`config.mk`:
```
export PLATFORM = sky130hd
export DESIGN_NAME = zbfs_ctrl
export DESIGN_NICKNAME = d
export VERILOG_FILES = /design/src/rtl/zbfs_pkg.sv /design/src/rtl/zbfs_ctrl.sv
export SDC_FILE = /design/constraint.sdc
export NUM_CORES = 1
export LEC_CHECK = 0
export BUFFER_PORTS_ARGS = -buffer_cell sky130_fd_sc_hd__buf_4
export CAP_MARGIN = 20
export CORE_AREA = 5 5 42 44
export DETAILED_ROUTE_END_ITERATION = 12
export DIE_AREA = 0 0 47 49
export GPL_TIMING_DRIVEN = 0
export PLACE_DENSITY_LB_ADDON = 0.08
export REMOVE_ABC_BUFFERS = 1
export SYNTH_ARGS = -nofsm -noshare
export SYNTH_HDL_FRONTEND = slang
export SYNTH_SLANG_ARGS = --single-unit
```
`constraint.sdc`:
```
create_clock -name clock -period 4.75 [get_ports clock]
set_input_delay 0.475 -clock clock [delete_from_list [all_inputs] [get_ports clock]]
set_output_delay 0.475 -clock clock [all_outputs]
set_load 0.1 [all_outputs]
```
`src/rtl/zbfs_pkg.sv`:
```
// Shared types and constants of the z-buffered frame store.
package zbfs_pkg;

   localparam int CFG_W       = 9;
   localparam int COORD_W     = 12;
   localparam int CHAN_W      = 16;
   localparam int COLOR_W     = 12;
   localparam int ALPHA_W     = 16;
   localparam int DEPTH_W     = 32;
   localparam int LIN_W       = 20;
   localparam int PROD_W      = 18;
   localparam int REQ_TDATA_W = 120;
   localparam int REQ_TUSER_W = 2;
   localparam int RSP_TDATA_W = 88;
   localparam int CSR_ADDR_W  = 3;
   localparam int CSR_DATA_W  = 32;

   localparam logic [COLOR_W-1:0] COLOR_MAX   = 12'd4095;
   localparam logic [COLOR_W-1:0] COLOR_WHITE = 12'h0fff;
   localparam logic [ALPHA_W-1:0] CLEAR_ALPHA = 16'd1;
   localparam logic [DEPTH_W-1:0] CLEAR_DEPTH = 32'd0;
   localparam logic [CFG_W-1:0]   FRAME_RESET = 9'd256;

   localparam logic REG_FRAME_WIDTH  = 1'b0;
   localparam logic REG_FRAME_HEIGHT = 1'b1;

   typedef enum logic [1:0] {
      REQ_CLEAR  = 2'd0,
      REQ_WRITE  = 2'd1,
      REQ_READ   = 2'd2,
      REQ_IGNORE = 2'd3
   } req_kind_type;

   typedef struct packed {
      logic capture;
      logic calc;
      logic mem_rd;
      logic clear_wr;
      logic clear_done;
      logic pix_wr;
      logic rsp_load;
   } ctrl_cmd_type;

   typedef struct packed {
      req_kind_type kind;
      logic         hit;
      logic         depth_pass;
      logic         clear_more;
      logic         rsp_free;
   } dp_status_type;

endpackage

```
`src/rtl/zbfs_ctrl.sv`:
```
// Controller state machine sequencing clear, write and read items.
module zbfs_ctrl import zbfs_pkg::*; (
   input  logic          clock,
   input  logic          reset,
   input  logic          req_tvalid,
   output logic          req_tready,
   input  dp_status_type status,
   output ctrl_cmd_type  cmd
);

   typedef enum logic [4:0] {
      ST_IDLE  = 5'b00001,
      ST_CALC  = 5'b00010,
      ST_READ  = 5'b00100,
      ST_CHECK = 5'b01000,
      ST_CLEAR = 5'b10000
   } state_type;

   state_type state_ff, state_in;

   assign req_tready = (state_ff == ST_IDLE);

   always_comb begin
      state_in = state_ff;
      cmd      = '0;
      unique case (state_ff)
         ST_IDLE: begin
            if (req_tvalid) begin
               cmd.capture = 1'b1;
               state_in    = ST_CALC;
            end
         end
         ST_CALC: begin
            cmd.calc = 1'b1;
            unique case (status.kind)
               REQ_CLEAR:  state_in = ST_CLEAR;
               REQ_WRITE:  state_in = ST_READ;
               REQ_READ:   state_in = ST_READ;
               REQ_IGNORE: state_in = ST_IDLE;
               default:    state_in = ST_IDLE;
            endcase
         end
         ST_READ: begin
            cmd.mem_rd = 1'b1;
            state_in   = ST_CHECK;
         end
         ST_CHECK: begin
            if (status.kind == REQ_READ) begin
               if (status.rsp_free) begin
                  cmd.rsp_load = 1'b1;
                  state_in     = ST_IDLE;
               end
            end else begin
               cmd.pix_wr = status.hit && status.depth_pass;
               state_in   = ST_IDLE;
            end
         end
         ST_CLEAR: begin
            if (status.clear_more) begin
               cmd.clear_wr = 1'b1;
            end else begin
               cmd.clear_done = 1'b1;
               state_in       = ST_IDLE;
            end
         end
         default: begin
            state_in = ST_IDLE;
         end
      endcase
   end

   always_ff @(posedge clock) begin
      if (reset) begin
         state_ff <= ST_IDLE;
      end else begin
         state_ff <= state_in;
      end
   end

   a_wr_exclusive: assert property (@(posedge clock) disable iff (reset)
      !(cmd.clear_wr && cmd.pix_wr))
      else $error("clear and pixel write issued together");

   a_load_free: assert property (@(posedge clock) disable iff (reset)
      cmd.rsp_load |-> status.rsp_free)
      else $error("result loaded while output register busy");

   a_accept_calc: assert property (@(posedge clock) disable iff (reset)
      (req_tvalid && req_tready) |=> (state_ff == ST_CALC))
      else $error("accepted item did not advance to address calculation");

endmodule

```
======== Yosys cells after proc, flatten, opt, wreduce, memory -nomap -nowiden ========
Cells that the tools add are included.
operators by class
  equal/unequal tests ..................... 11
  muxes and demuxes ....................... 17
  reductions and logical operators ........ 4
operator list
  kind                                                                    number
  5-bit case mux with 5 select lines                                      1
  5-bit 2-to-1 mux                                                        4
  5-bit case mux with 3 select lines                                      1
  1-bit 2-to-1 mux                                                        9
  5-bit by 1-bit equality test with 1-bit output (second input constant)  1
  5-bit by 2-bit equality test with 1-bit output (second input constant)  1
  5-bit by 3-bit equality test with 1-bit output (second input constant)  1
  5-bit by 4-bit equality test with 1-bit output (second input constant)  1
  5-bit equality test (second input constant)                             1
  2-bit equality test (second input constant)                             2
  2-bit 2-to-1 mux                                                        2
  2-bit != test (second input constant)                                   2
  3-bit != test (second input constant)                                   1
  3-bit AND reduction                                                     1
  2-bit by 1-bit equality test with 1-bit output (second input constant)  1
  2-bit zero test                                                         1
  2-bit OR reduction                                                      1
  1-bit logical AND                                                       1
storage, ports and cells
  register bits after elaboration ......... 5
  input bits .............................. 9
  output and inout bits ................... 8
  logic and storage cells ................. 33

======== Longest topological paths before layout ========
  depth after elaboration ................. 4
  gate-level depth with buffers ........... 4

======== Worst setup path before layout ========
OpenSTA, ideal clock, no wires.
  path kind ............................... register to register
  from .................................... register state_ff[3]
  to ...................................... register state_ff[0]
  setup time .............................. 123 ps
  arrival time ............................ 4308 ps
  setup slack ............................. 320 ps
  stages on the path, launching flop included .. 5
  path through ............................ dfxtp_1 -> or2_4 -> nor4b_1 -> a31oi_1 -> a221o_1
between the ends
  longest elaborated chain between the ends .. 3
  elaborated cells on any way between the ends .. 10
RTL lines
  what                                                                          RTL line         RTL
  from (decl)                                                                   zbfs_ctrl.sv:19  state_type state_ff, state_in;
  from (signal assigned)                                                        zbfs_ctrl.sv:76  state_ff <= state_in;
  5-bit by 4-bit equality test with 1-bit output, or another cell as far along  zbfs_ctrl.sv:26  unique case (state_ff)
  3-bit != test (no source line) / 2-bit != test (equally long branches)        n/a
  3-bit AND reduction (no source line)                                          n/a
Several ways; a longest one is shown, not always the timed one.
A chain may end at the register's enable or synchronous reset.

==> run summary <==
Largest register FFs -> 5
Slowest CP cell -> or3_4
Die area -> 0.00230 mm²
Worst Path Max Fanout -> 5
Worst-Skew Late Latency -> 0.24 ns
Synth top area cells -> dfxtp_1, ha_1, nor4_4
Crit path launch type -> flip-flop
Total gr overflow -> 0
Die Span X -> 47 µm
Design Power -> 0.000142 W
Layout cell share with drive strength beyond 1 -> 48.2%
Yosys top cell by area -> dfxtp_1
Max-capacitance violation count -> 0
DRC -> 0
Fmax -> 434 MHz
Fin crit share -> 48.5%
Setup TNS -> 0 ns
Fin crit period -> 2.30 ns
Vias in the first global route -> 367
Wire per inst -> 11.7 µm
Fin cells -> 72
RSZ-0062 raised after global routing -> no
Final worst setup slack -> 2.45 ns
PD cells -> 274 mW/mm²
DP HPWL -> 744 µm
Final number of setup-violating endpoints -> 0
Overall routed net length -> 843 µm
Critical Path AT -> 1.83 ns
Global-route usage over all layers -> 8.59%
Post-Syn Area per Cell -> 9.80 µm²
Cts repair resizes -> 0
Worst-margin pin slew -> 0.491 ns
Largest net degree at the start of global routing -> 6
Register with the most flip-flops -> state_ff
Register bit total from synthesis -> 5
Layout area overhead -> 47.2%
Detailed Routing Iterations Pass 1 -> 2
Top Registers -> state_ff (5)
Worst hold path type -> input port to flip-flop
Port bufs -> 16
Clock tree buffer depth -> 2
Yosys warnings -> 0
Post-place setup slack -> 2.69 ns
Critical path capture point type -> output pin
Max Clock Skew -> 0.000115 ns
Die H -> 49 µm
Post-CTS Repair Setup Buffers -> 0
Worst Path Class, Setup -> flip-flop to output pin
First-pass GRT wire length -> 1360 µm
Max-slew violations -> 0
Fillcell total -> 161
Placed Instances -> 68
Status -> completed
Initial core utilization -> 25.2%
Number of diodes -> 0
Max incr delay on CP -> 0.43 ns
Nets -> 69
Sink Count -> 5
CP cell instances -> or3_4 -> nor3b_2 -> and4b_2 -> buf_4
Area of the mapped netlist -> 353 µm²
Post-route ant nets -> 0
CTS tree -> built
Clock root buffer -> clkbuf_4
Initial DRC count -> 2
FF+latch area -> 100 µm²
Worst slew margin -> 66.8%
Multi-input gate area -> 234 µm²
CTS Buf Count -> 3
Fin. Hold Viols -> 0
Row cnt -> 14
Routability Congestion -> 0.724
Worst reg-to-reg setup slack -> 3.13 ns
Clk slew on worst S/H paths -> 0.04 ns
Post-Syn Instances -> 36
CP Buf/Inv Count -> 1
Core outline area -> 0.00140 mm²
Synth top area share -> 28.4%
Top delay family on crit path -> simple AND/OR/NAND/NOR gates
Worst endpoint required time -> 4.28 ns
Vias per Instance -> 4.90
Hold buffers post-CTS -> 0
Worst vdd ir -> 0.0000976 V
Sequential area share after synthesis -> 28.4%
Initial antenna violation count -> 0
Leak -> 0.240 nW
Distinct cells, synth -> 22
H-tree levels -> 1
Vias after detailed routing -> 353
I/O pins -> 17
report_power, final:
group / internal, W / total (W) / switching [W] / leakage [nW]
logic: 0.0000166 / 0.0000487 / 0.0000322 / 0.184
registers: 0.0000441 / 0.0000464 / 0.00000228 / 0.0408
clock network: 0.0000316 / 0.0000470 / 0.0000154 / 0.0150
total: 0.0000923 / 0.000142 / 0.0000498 / 0.240
through the flow:
step / util [%] / hold slack, ns / cell area, µm²
6_report: 37.1 / 0.429 / 519
3_5_place_dp: 35.2 / 0.673 / 493
2_1_floorplan: - / 0.547 / 353
3_3_place_gp: 35.2 / 0.675 / 493
5_1_grt: 37.1 / 0.423 / 519
4_1_cts: 37.1 / 0.419 / 519
Yosys cell counts, drive strengths merged:
cell type and count:
dfxtp 5, inv 5, ha 3, and2 2, and3 2, nand2 2
nor2 2, nor3 2, nor3b 2, nor4b 2, a211oi 1, a21oi 1
a221o 1, a311oi 1, a31oi 1, and4b 1, nor4 1, or2 1
or3 1
path summary, 6_finish.rpt:
path / startpoint / to / cells past startpoint
hold reg to reg: state_ff[4] / state_ff[3] / 3
setup reg to reg: state_ff[1] / state_ff[0] / 4
hold / removal: reset / state_ff[4] / 2
setup / recovery: state_ff[1] / cmd[1] / 4
cell families (layout without fill, tap and decap cells):
kind of cell	Yosys count	in the layout	share of synthesized area, %
and+or+nand+nor	18	18	45.0
buffers and inverters	5	25	5.32
DFF	5	5	28.4
AOI/OAI and AO/OA	5	5	10.6
adders and majority gates	3	3	10.6
layout by cell type, fill, tap and decap left out:
cell type,Yosys,layout
buf_4,0,16
inv_1,5,5
dfxtp_1,5,5
ha_1,3,3
clkbuf_4,0,3
nor2_1,2,2
nand2_1,2,2
nor3_1,2,2
and2_1,2,2
or3_4,1,1
nor3b_4,1,1
or2_4,1,1
nor4b_1,1,1
nor4b_2,1,1
nor3b_2,1,1
and3_2,1,1
nor4_4,1,1
and4b_2,1,1
a21oi_1,1,1
a31oi_1,1,1
a211oi_1,1,1
a221o_1,1,1
a311oi_1,1,1
and3_1,1,1
clkbuf_1,0,1
cell type report:
| type | instances | share of cell area (%) |
|---|---|---|
| Multi-Input combinational cell | 26 | 45.1 |
| Clock buffer | 4 | 5.06 |
| Tap cell | 16 | 3.86 |
| Sequential cell | 5 | 19.3 |
| Timing Repair Buffer | 16 | 23.1 |
| Inverter | 5 | 3.61 |
layer usage:
metal  up-vias  global-route usage (%)  share of wire (%)  wire length (µm)
li1        170                       -                  -                 -
met4         0                    11.1                5.0                42
met1       159                    8.99                 39               329
met2        20                    12.0                 43               365
met3         4                    1.48                 13               106
met5         -                       0                  0                 0
Note: power is estimated with default switching activity, not from simulation.
