## config.mk

```make
export PLATFORM = sky130hd
export DESIGN_NAME = zbfs_csr
export DESIGN_NICKNAME = d
export VERILOG_FILES = /design/src/rtl/zbfs_pkg.sv /design/src/rtl/zbfs_csr.sv
export SDC_FILE = /design/constraint.sdc
export NUM_CORES = 1
export LEC_CHECK = 0
export BUFFER_PORTS_ARGS = -buffer_cell sky130_fd_sc_hd__buf_2
export CAP_MARGIN = 10
export CELL_PAD_IN_SITES_DETAIL_PLACEMENT = 1
export CELL_PAD_IN_SITES_GLOBAL_PLACEMENT = 1
export CORE_MARGIN = 2
export CORE_UTILIZATION = 26
export DETAILED_ROUTE_END_ITERATION = 16
export PLACE_DENSITY = 0.87
export SLEW_MARGIN = 5
export SYNTH_ARGS = -nofsm -noshare
export SYNTH_HDL_FRONTEND = slang
export SYNTH_SLANG_ARGS = --single-unit
```

## constraint.sdc

```tcl
create_clock -name clock -period 0.8 [get_ports clock]
set_input_delay 0 -clock clock [delete_from_list [all_inputs] [get_ports clock]]
set_output_delay 0 -clock clock [all_outputs]
set_load 0.01 [all_outputs]
```

## src/rtl/zbfs_pkg.sv

```systemverilog
// Shared types and constants of the z-buffered frame store.
package zbfs_pkg;

   localparam int CFG_W       = 9;
   localparam int COORD_W     = 12;
   localparam int CHAN_W      = 16;
   localparam int COLOR_W     = 12;
   localparam int ALPHA_W     = 16;
   localparam int DEPTH_W     = 32;
   localparam int LIN_W       = 20;
   localparam int PROD_W      = 18;
   localparam int REQ_TDATA_W = 120;
   localparam int REQ_TUSER_W = 2;
   localparam int RSP_TDATA_W = 88;
   localparam int CSR_ADDR_W  = 3;
   localparam int CSR_DATA_W  = 32;

   localparam logic [COLOR_W-1:0] COLOR_MAX   = 12'd4095;
   localparam logic [COLOR_W-1:0] COLOR_WHITE = 12'h0fff;
   localparam logic [ALPHA_W-1:0] CLEAR_ALPHA = 16'd1;
   localparam logic [DEPTH_W-1:0] CLEAR_DEPTH = 32'd0;
   localparam logic [CFG_W-1:0]   FRAME_RESET = 9'd256;

   localparam logic REG_FRAME_WIDTH  = 1'b0;
   localparam logic REG_FRAME_HEIGHT = 1'b1;

   typedef enum logic [1:0] {
      REQ_CLEAR  = 2'd0,
      REQ_WRITE  = 2'd1,
      REQ_READ   = 2'd2,
      REQ_IGNORE = 2'd3
   } req_kind_type;

   typedef struct packed {
      logic capture;
      logic calc;
      logic mem_rd;
      logic clear_wr;
      logic clear_done;
      logic pix_wr;
      logic rsp_load;
   } ctrl_cmd_type;

   typedef struct packed {
      req_kind_type kind;
      logic         hit;
      logic         depth_pass;
      logic         clear_more;
      logic         rsp_free;
   } dp_status_type;

endpackage

```

## src/rtl/zbfs_csr.sv

```systemverilog
// Configuration register bank holding the frame width and height.
module zbfs_csr import zbfs_pkg::*; (
   input  logic                  clock,
   input  logic                  reset,
   input  logic                  csr_psel,
   input  logic                  csr_penable,
   input  logic                  csr_pwrite,
   input  logic [CSR_ADDR_W-1:0] csr_paddr,
   input  logic [CSR_DATA_W-1:0] csr_pwdata,
   output logic [CSR_DATA_W-1:0] csr_prdata,
   output logic                  csr_pready,
   output logic [CFG_W-1:0]      frame_width,
   output logic [CFG_W-1:0]      frame_height
);

   logic [CFG_W-1:0] frame_width_ff, frame_width_in;
   logic [CFG_W-1:0] frame_height_ff, frame_height_in;
   logic             wr_en;

   assign csr_pready = 1'b1;
   assign wr_en      = csr_psel && csr_penable && csr_pwrite && csr_pready;

   always_comb begin
      frame_width_in  = frame_width_ff;
      frame_height_in = frame_height_ff;
      csr_prdata      = '0;
      unique case (csr_paddr[2])
         REG_FRAME_WIDTH: begin
            csr_prdata = CSR_DATA_W'(frame_width_ff);
            if (wr_en) begin
               frame_width_in = csr_pwdata[CFG_W-1:0];
            end
         end
         REG_FRAME_HEIGHT: begin
            csr_prdata = CSR_DATA_W'(frame_height_ff);
            if (wr_en) begin
               frame_height_in = csr_pwdata[CFG_W-1:0];
            end
         end
         default: begin
            csr_prdata = '0;
         end
      endcase
   end

   always_ff @(posedge clock) begin
      if (reset) begin
         frame_width_ff  <= FRAME_RESET;
         frame_height_ff <= FRAME_RESET;
      end else begin
         frame_width_ff  <= frame_width_in;
         frame_height_ff <= frame_height_in;
      end
   end

   assign frame_width  = frame_width_ff;
   assign frame_height = frame_height_ff;

endmodule

```

# Word-level counts from Yosys, hierarchy flattened

Cells that the tools add are included.

Output and inout bits: 51
Register bits: 18
Bits of input ports: 40
Word-level logic and storage cells: 8

Reductions and logical operators: 4
Bitwise operators: 1
Multiplexer cells: 1

Operator list:

| cell              | number |
|---|---|
| $pmux 32 s2       | 1 |
| $reduce_and 2->1  | 2 |
| $logic_and 1x1->1 | 2 |
| $not 1->1         | 1 |

# Longest topological paths before layout

Gate-level depths: netlist of the first run.

Depth after elaboration: 3
Depth in mapped cells: 3
Mapped depth without buffers: 2

# Worst setup path before layout of the first run

No wires, ideal clock.

Path type: register to output
Start point: register frame_height_ff[0] (netlist: frame_height[0])
End point: output port csr_prdata[0]
Required time: 800 ps
Stages on the path, launching flop included: 2
Buffers on the path: 0
Setup slack: 182 ps
Arrival: 618 ps
Path through: dfxtp_1 -> mux2_2

Word-level cells in the longest chain between the ends: 1

Ends and longest elaborated chain:

| element                | line           | source |
|---|---|---|
| start, declared        | zbfs_csr.sv:17 | `logic [CFG_W-1:0] frame_height_ff, frame_height_in;` |
| start signal, assigned | zbfs_csr.sv:52 | `frame_height_ff <= frame_height_in;` |
| $pmux 32 s2            | zbfs_csr.sv:27 | `unique case (csr_paddr[2])` |
| end, declared          | zbfs_csr.sv:10 | `output logic [CSR_DATA_W-1:0] csr_prdata,` |

No other way between the ends. The select of a mux whose other input is x is not followed.

# Worst setup path after layout of the first run

Start point: register frame_width_ff[2] (netlist: frame_width[2])
End point: output port csr_prdata[2]

Word-level cells in the longest chain between the ends: 1

Ends and longest elaborated chain:

| element                | line           | source |
|---|---|---|
| start, declared        | zbfs_csr.sv:16 | `logic [CFG_W-1:0] frame_width_ff, frame_width_in;` |
| start signal, assigned | zbfs_csr.sv:51 | `frame_width_ff <= frame_width_in;` |
| $pmux 32 s2            | zbfs_csr.sv:27 |  |

No other way between the ends. The select of a mux whose other input is x is not followed.

==> results.py, run 1 <==
metrics = {
    "critical_path": {
        "crit_fanout": 3,
        "arrival_ps": 970,
        "critical_path_depth": 2,
        "r2r-start": "frame_height[4]$_SDFFE_PP0P_",
        "path_cells": "mux2_4 -> buf_6",
        "crit_slowest_cell": "dfxtp_2",
        "regToRegSetupSlack_ps": 30,
        "max_stage_delay_ps": 330,
        "worstPathRequired_ps": 800,
        "worst-path-buf-inv": 1,
        "r2r_end": "frame_height[4]$_SDFFE_PP0P_",
        "cp-end-kind": "output pin",
        "rr_worst_depth": 4,
        "critPathKind": "reg -> out",
        "crit_family": "flip-flops",
        "start_kind": "flip-flop",
    },
    "min_path": {
        "min_delay_worst_endpoint": "frame_height[4]$_SDFFE_PP0P_",
        "hold_depth": 3,
        "min_path_type": "in -> reg",
        "worstHoldStart": "csr_pwdata[4]",
    },
    "finish": {
        "synthToLayoutAreaGrowth_pct": 57.6,
        "num-fill-cells": 460,
        "fin_util": 0.427,
        "diodes": 0,
        "fin_nets": 208,
        "drive_above_1_share": 0.575,
    },
    "synth": {
        "yosys_warnings": 0,
        "syn_inst": 107,
        "synth_top_area_share": 0.333,
        "synth.distinct_cells": 13,
        "syn_avg_cell_area_um2": 10.1,
        "synth_top_area_cell": "dfxtp_1",
        "ys_ff_latch": 18,
        "synthTopCellsByArea": "dfxtp_1, buf_4, mux2i_1",
        "netlist_area_um2": 1080,
        "ys_seq_area_frac": 0.333,
    },
    "placed_design": {
        "io_buffers": 41,
        "dpl.hpwl_um": 1860,
        "place.gp.congestion": 0.671,
    },
    "detailed_routing": {
        "vias_per_cell": 3.98,
        "drc_errors": 0,
        "drt-wirelength-per-cell_um": 12.9,
        "drtIter0Drc": 16,
        "ant_nets": 0,
        "firstDrtPassIters": 3,
        "wl_um": 2790,
        "vias": 864,
    },
    "clock_network": {
        "clock_sinks": 18,
        "clk_latency_ps": 240,
        "cts-root-buf": "clkbuf_8",
        "htreeDepth": 1,
        "clkSlewWorstSetupHoldPaths_ps": 70,
        "ctsHoldBuffers": 0,
        "cts_buffers": 3,
        "clockBufferDepth": 2,
        "cts_tree": "done",
    },
    "flow_run": {
        "maxCapViolCount": 0,
    },
    "floorplan": {
        "start_util": 0.271,
        "die_area_um2": 4700,
        "coreArea_um2": 4000,
        "top_level_ports": 91,
        "die_h_um": 68.6,
        "fp-row-count": 23,
        "die_x_um": 68.6,
    },
    "sta": {
        "hold_viol": 0,
        "fin_crit_sh": 1.21,
        "fmax_mhz": 1030,
        "fin_ws_ps": -170,
        "skew_ps": 0,
        "finalCriticalPeriod_ps": 970,
        "report.final.slew_viol_count": 0,
        "fin_tns_setup_ps": -1450,
        "rsz0062_at_grt": "yes",
        "setup_violations": 11,
    },
    "power_and_ir_drop": {
        "power_frac_seq": 0.458,
        "internal-power_uw": 1550,
        "p_comb_frac": 0.185,
        "p_sw_uw": 492,
        "p_leak_uw": 0.000856,
        "clkPwrFrac": 0.357,
        "swShare": 0.241,
        "max-vdd-ir-drop_uv": 557,
        "power.density_nw_per_um2": 1190,
    },
    "global_route": {
        "grt_pass1_wl_um": 4110,
        "grt_use_total": 0.119,
        "grt_max_degree": 28,
        "antenna_found_initial": 0,
        "grt_pass1_vias": 891,
        "grt_overflow": 0,
    },
    "status": {
        "violations": "setup timing",
        "outcome": "finished with violations",
    },
}
synthesized netlist by cell type (all sizes together):
library cell,n
nor2,3
mux2,9
buf,27
mux2i,18
conb,2
dfxtp,18
nand4,1
nand4b,1
clkbuf,2
nand2b,24
and4,1
and4b,1
timing repair:
item,CTS,global route
resized for setup,63,11
buffers inserted,15,10
setup endpoints to repair,9,25
power groups by stage:
stage	combinational [uW]	clock (uW)	sequential (uW)
2_1_floorplan	253	0	958
3_3_place_gp	285	0	950
3_5_place_dp	290	0	951
4_1_cts	372	746	933
5_1_grt	414	794	936
6_report	378	728	935
per-layer routing:
metal  vias to the layer above  wire length (um)  part of all wire  global-route usage
li1                        423                 -                 -                   -
met1                       405              1090              0.39               0.133
met2                        34              1520              0.54               0.234
met3                         2               157             0.056             0.00812
met4                         0                29             0.010              0.0375
met5                         -                 0                 0                   0
tightest hold or removal path: cells and delay by family:
| family | cells | cell delay, ps |
|---|---|---|
| buf+inv | 1 | 100 |
| mux | 1 | 70 |
| simple gates | 1 | 80 |
final cells by class:
| class | instances | area [um^2] | area share |
|---|---|---|---|
| tap | 50 | 62.6 | 0.0366 |
| multi-input combinational | 82 | 618 | 0.362 |
| timing repair buffer | 63 | 589 | 0.345 |
| clock buffer | 4 | 55.1 | 0.0322 |
| sequential | 18 | 383 | 0.224 |
state kept, by name (all words and copies together) (netlist names):
name,flops
frame_width,9
frame_height,9
worst max path at each step:
| stage | startpoint | slack (ps) | to |
|---|---|---|---|
| floorplan | frame_height[0]$_SDFFE_PP0P_ | 180 | csr_prdata[0] |
| global placement | csr_paddr[2] | 30 | csr_prdata[2] |
| detailed placement | csr_paddr[2] | -20 | frame_width[0]$_SDFFE_PP0P_ |
| CTS | frame_width[0]$_SDFFE_PP0P_ | -170 | csr_prdata[0] |
| global route | frame_width[7]$_SDFFE_PP0P_ | -200 | csr_prdata[7] |
| finish | frame_width[2]$_SDFFE_PP0P_ | -170 | csr_prdata[2] |
per-stage QoR:
step	power [uW]	setup WS [ps]	cell area, um^2	cells	hold WS [ps]
after floorplan	1210	182	1170	129	171
after global placement	1240	27.0	1270	197	270
after detailed placement	1240	-18.4	1270	197	288
after CTS	2050	-171	1690	216	26.0
after global routing	2140	-199	1710	217	39.3
final	2040	-170	1710	217	35.0
logic make-up (layout without fill, tap and decap cells):
logic type / after synthesis / count (layout) / share of synthesized area
buffers and inverters: 29 / 67 / 0.201
other: 2 / 24 / 0.00693
multiplexers: 27 / 27 / 0.260
flip-flops: 18 / 18 / 0.333
AND/OR/NAND/NOR: 31 / 31 / 0.200
layout by cell type (no fill, tap or decap), drive strengths merged, types with 3 or more instances in the layout:
cell type	Yosys	layout
buf	27	63
clkbuf	2	4
conb	2	24
dfxtp	18	18
mux2	9	9
mux2i	18	18
nand2b	24	24
nor2	3	3
Note: power is estimated with default switching activity, not from simulation.
==> run 2, diff against run 1 <==
Settings changed: CORE_MARGIN 2 to unset, SETUP_SLACK_MARGIN set to 0.02.
==> run 2 against run 1 <==
Clock skew did not move. Worst hold slack got worse by 18 ps. Via count is 3.5% higher. Die area shrank 5.7%. Clock power increased by 1%. Sequential cell count did not move. Highest routed layer unchanged. The flow still finishes with violations (setup timing). Total power is 0.37% higher. Worst setup slack got worse by 5.0 ps. Design area up 0.22%.
==> results.py, run 2 (synthesis gave the netlist of run 1 again) <==
metrics = {
    "status": {
        "outcome": "finished with violations",
        "violations": "setup timing",
    },
    "finish": {
        "final_common_cell": "buf_6",
        "synthToLayoutAreaGrowth_pct": 58.0,
        "drive_above_1_share": 0.586,
        "diodes": 0,
        "layout_common_cells": "buf_6, nand2b_1, conb_1, mux2i_1, dfxtp_2",
        "fin_nets": 210,
        "stdcell_area_um2": 1710,
        "num-fill-cells": 463,
    },
    "placed_design": {
        "pre_cts_ws_ps": -19.5,
        "io_buffers": 41,
        "dpl.hpwl_um": 1880,
        "place_area_um2": 1280,
        "place.gp.congestion": 0.699,
    },
    "detailed_routing": {
        "wl_um": 2760,
        "vias": 894,
        "vias_per_cell": 4.08,
        "drt-wirelength-per-cell_um": 12.6,
        "firstDrtPassIters": 4,
        "drtIter0Drc": 10,
        "ant_nets": 0,
        "drc_errors": 0,
    },
    "critical_path": {
        "crit_start": "frame_width[8]$_SDFFE_PP1P_",
        "crit_slowest_cell": "dfxtp_2",
        "path_cells": "mux2_4 -> buf_6",
        "start_kind": "flip-flop",
        "rr_worst_depth": 4,
        "worstPathRequired_ps": 800,
        "max_stage_delay_ps": 330,
        "crit_fanout": 2,
        "r2r_end": "frame_height[7]$_SDFFE_PP0P_",
        "r2r-start": "frame_height[7]$_SDFFE_PP0P_",
        "cp-end-kind": "output pin",
        "regToRegSetupSlack_ps": 20,
        "crit_end": "csr_prdata[8]",
        "critPathKind": "reg -> out",
        "arrival_ps": 970,
    },
    "sta": {
        "finalCriticalPeriod_ps": 975,
        "fmax_mhz": 1030,
        "skew_ps": 0,
        "setup_violations": 16,
        "fin_crit_sh": 1.22,
        "rsz0062_at_grt": "yes",
        "hold_viol": 0,
        "report.final.slew_viol_count": 0,
        "hold_ws_ps": 17.0,
        "fin_ws_ps": -175,
    },
    "clock_network": {
        "cts_buffers": 3,
        "cts_tree": "done",
        "clock_sinks": 18,
        "htreeDepth": 1,
        "clkSlewWorstSetupHoldPaths_ps": 70,
        "clockBufferDepth": 2,
        "clk_latency_ps": 250,
        "ctsHoldBuffers": 0,
        "cts-root-buf": "clkbuf_8",
    },
    "global_route": {
        "grt_use_total": 0.131,
        "antenna_found_initial": 0,
        "grt_overflow": 0,
        "grt_pass1_vias": 869,
        "grt_pass1_wl_um": 4180,
        "grt_max_degree": 28,
    },
    "power_and_ir_drop": {
        "max-vdd-ir-drop_uv": 486,
        "swShare": 0.244,
        "p_comb_frac": 0.184,
        "internal-power_uw": 1550,
        "p_leak_uw": 0.000860,
        "clkPwrFrac": 0.361,
        "power_frac_seq": 0.456,
        "power.density_nw_per_um2": 1200,
        "p_sw_uw": 500,
        "power_uw": 2050,
    },
    "floorplan": {
        "coreArea_um2": 4000,
        "fp-row-count": 23,
        "top_level_ports": 91,
        "die_area_um2": 4430,
        "die_h_um": 66.6,
        "die_x_um": 66.6,
        "start_util": 0.271,
    },
    "flow_run": {
        "maxCapViolCount": 0,
    },
    "min_path": {
        "min_path_type": "in -> reg",
    },
}
## run 2: cell types whose count changed in the layout (fill, tap and decap cells not counted), sizes merged
cell | previous run | this run
buf | 63 | 65
## run 2: routing by layer
metal / wire (um) / vias to the layer above / global-route usage
li1: - / 429 / -
met4: 35 / 0 / 0.0798
met5: 0 / - / 0
met3: 111 / 2 / 0.0154
met2: 1480 / 33 / 0.222
met1: 1130 / 430 / 0.156
## run 2: final cells by class
cell class,instances,area [um^2],share of cell area
multi-input cells,82,621,0.363
repair buffers,65,591,0.345
flip-flops and latches,18,383,0.224
well taps,50,62.6,0.0365
clock buffers,4,55.1,0.0322
## run 2: worst min path at each step
stage                     slack, ps  cells past startpoint     startpoint                           end
after floorplan                 170                      2  csr_pwdata[8]  frame_height[8]$_SDFFE_PP1P_
after global placement          270                      3  csr_pwdata[8]  frame_height[8]$_SDFFE_PP1P_
after detailed placement        280                      3  csr_pwdata[8]  frame_height[8]$_SDFFE_PP1P_
after CTS                        10                      3  csr_pwdata[8]  frame_height[8]$_SDFFE_PP1P_
after global routing             40                      3  csr_pwdata[1]   frame_width[1]$_SDFFE_PP0P_
final                            20                      3  csr_pwdata[8]  frame_height[8]$_SDFFE_PP1P_
## run 2: power groups by stage
| stage | Sequential (uW) | Combinational [uW] | Clock, uW |
|---|---|---|---|
| after global routing | 934 | 412 | 793 |
| after detailed placement | 951 | 288 | 0 |
| after CTS | 932 | 368 | 763 |
| after global placement | 949 | 283 | 0 |
| final | 933 | 377 | 738 |
| after floorplan | 958 | 253 | 0 |
## run 2: per-stage QoR
stage	cells	TNS [ps]	utilization
global route	219	-2170	0.428
CTS	218	-1680	0.419
finish	219	-1540	0.428
detailed placement	199	-27.3	0.319
global placement	199	0	0.319
floorplan	129	0	-
## run 2: worst max-delay path: cells and delay by family, from the launching register on
| family | cells | cell delay [ps] |
|---|---|---|
| mux | 1 | 270 |
| flops | 1 | 330 |
| buf+inv | 1 | 120 |
## run 2: what timing repair did
item | in CTS | in global routing
pin swaps | 0 | 0
resized for setup | 58 | 15
gates cloned | 0 | 0
setup endpoints to repair | 10 | 26
buffers inserted | 15 | 10
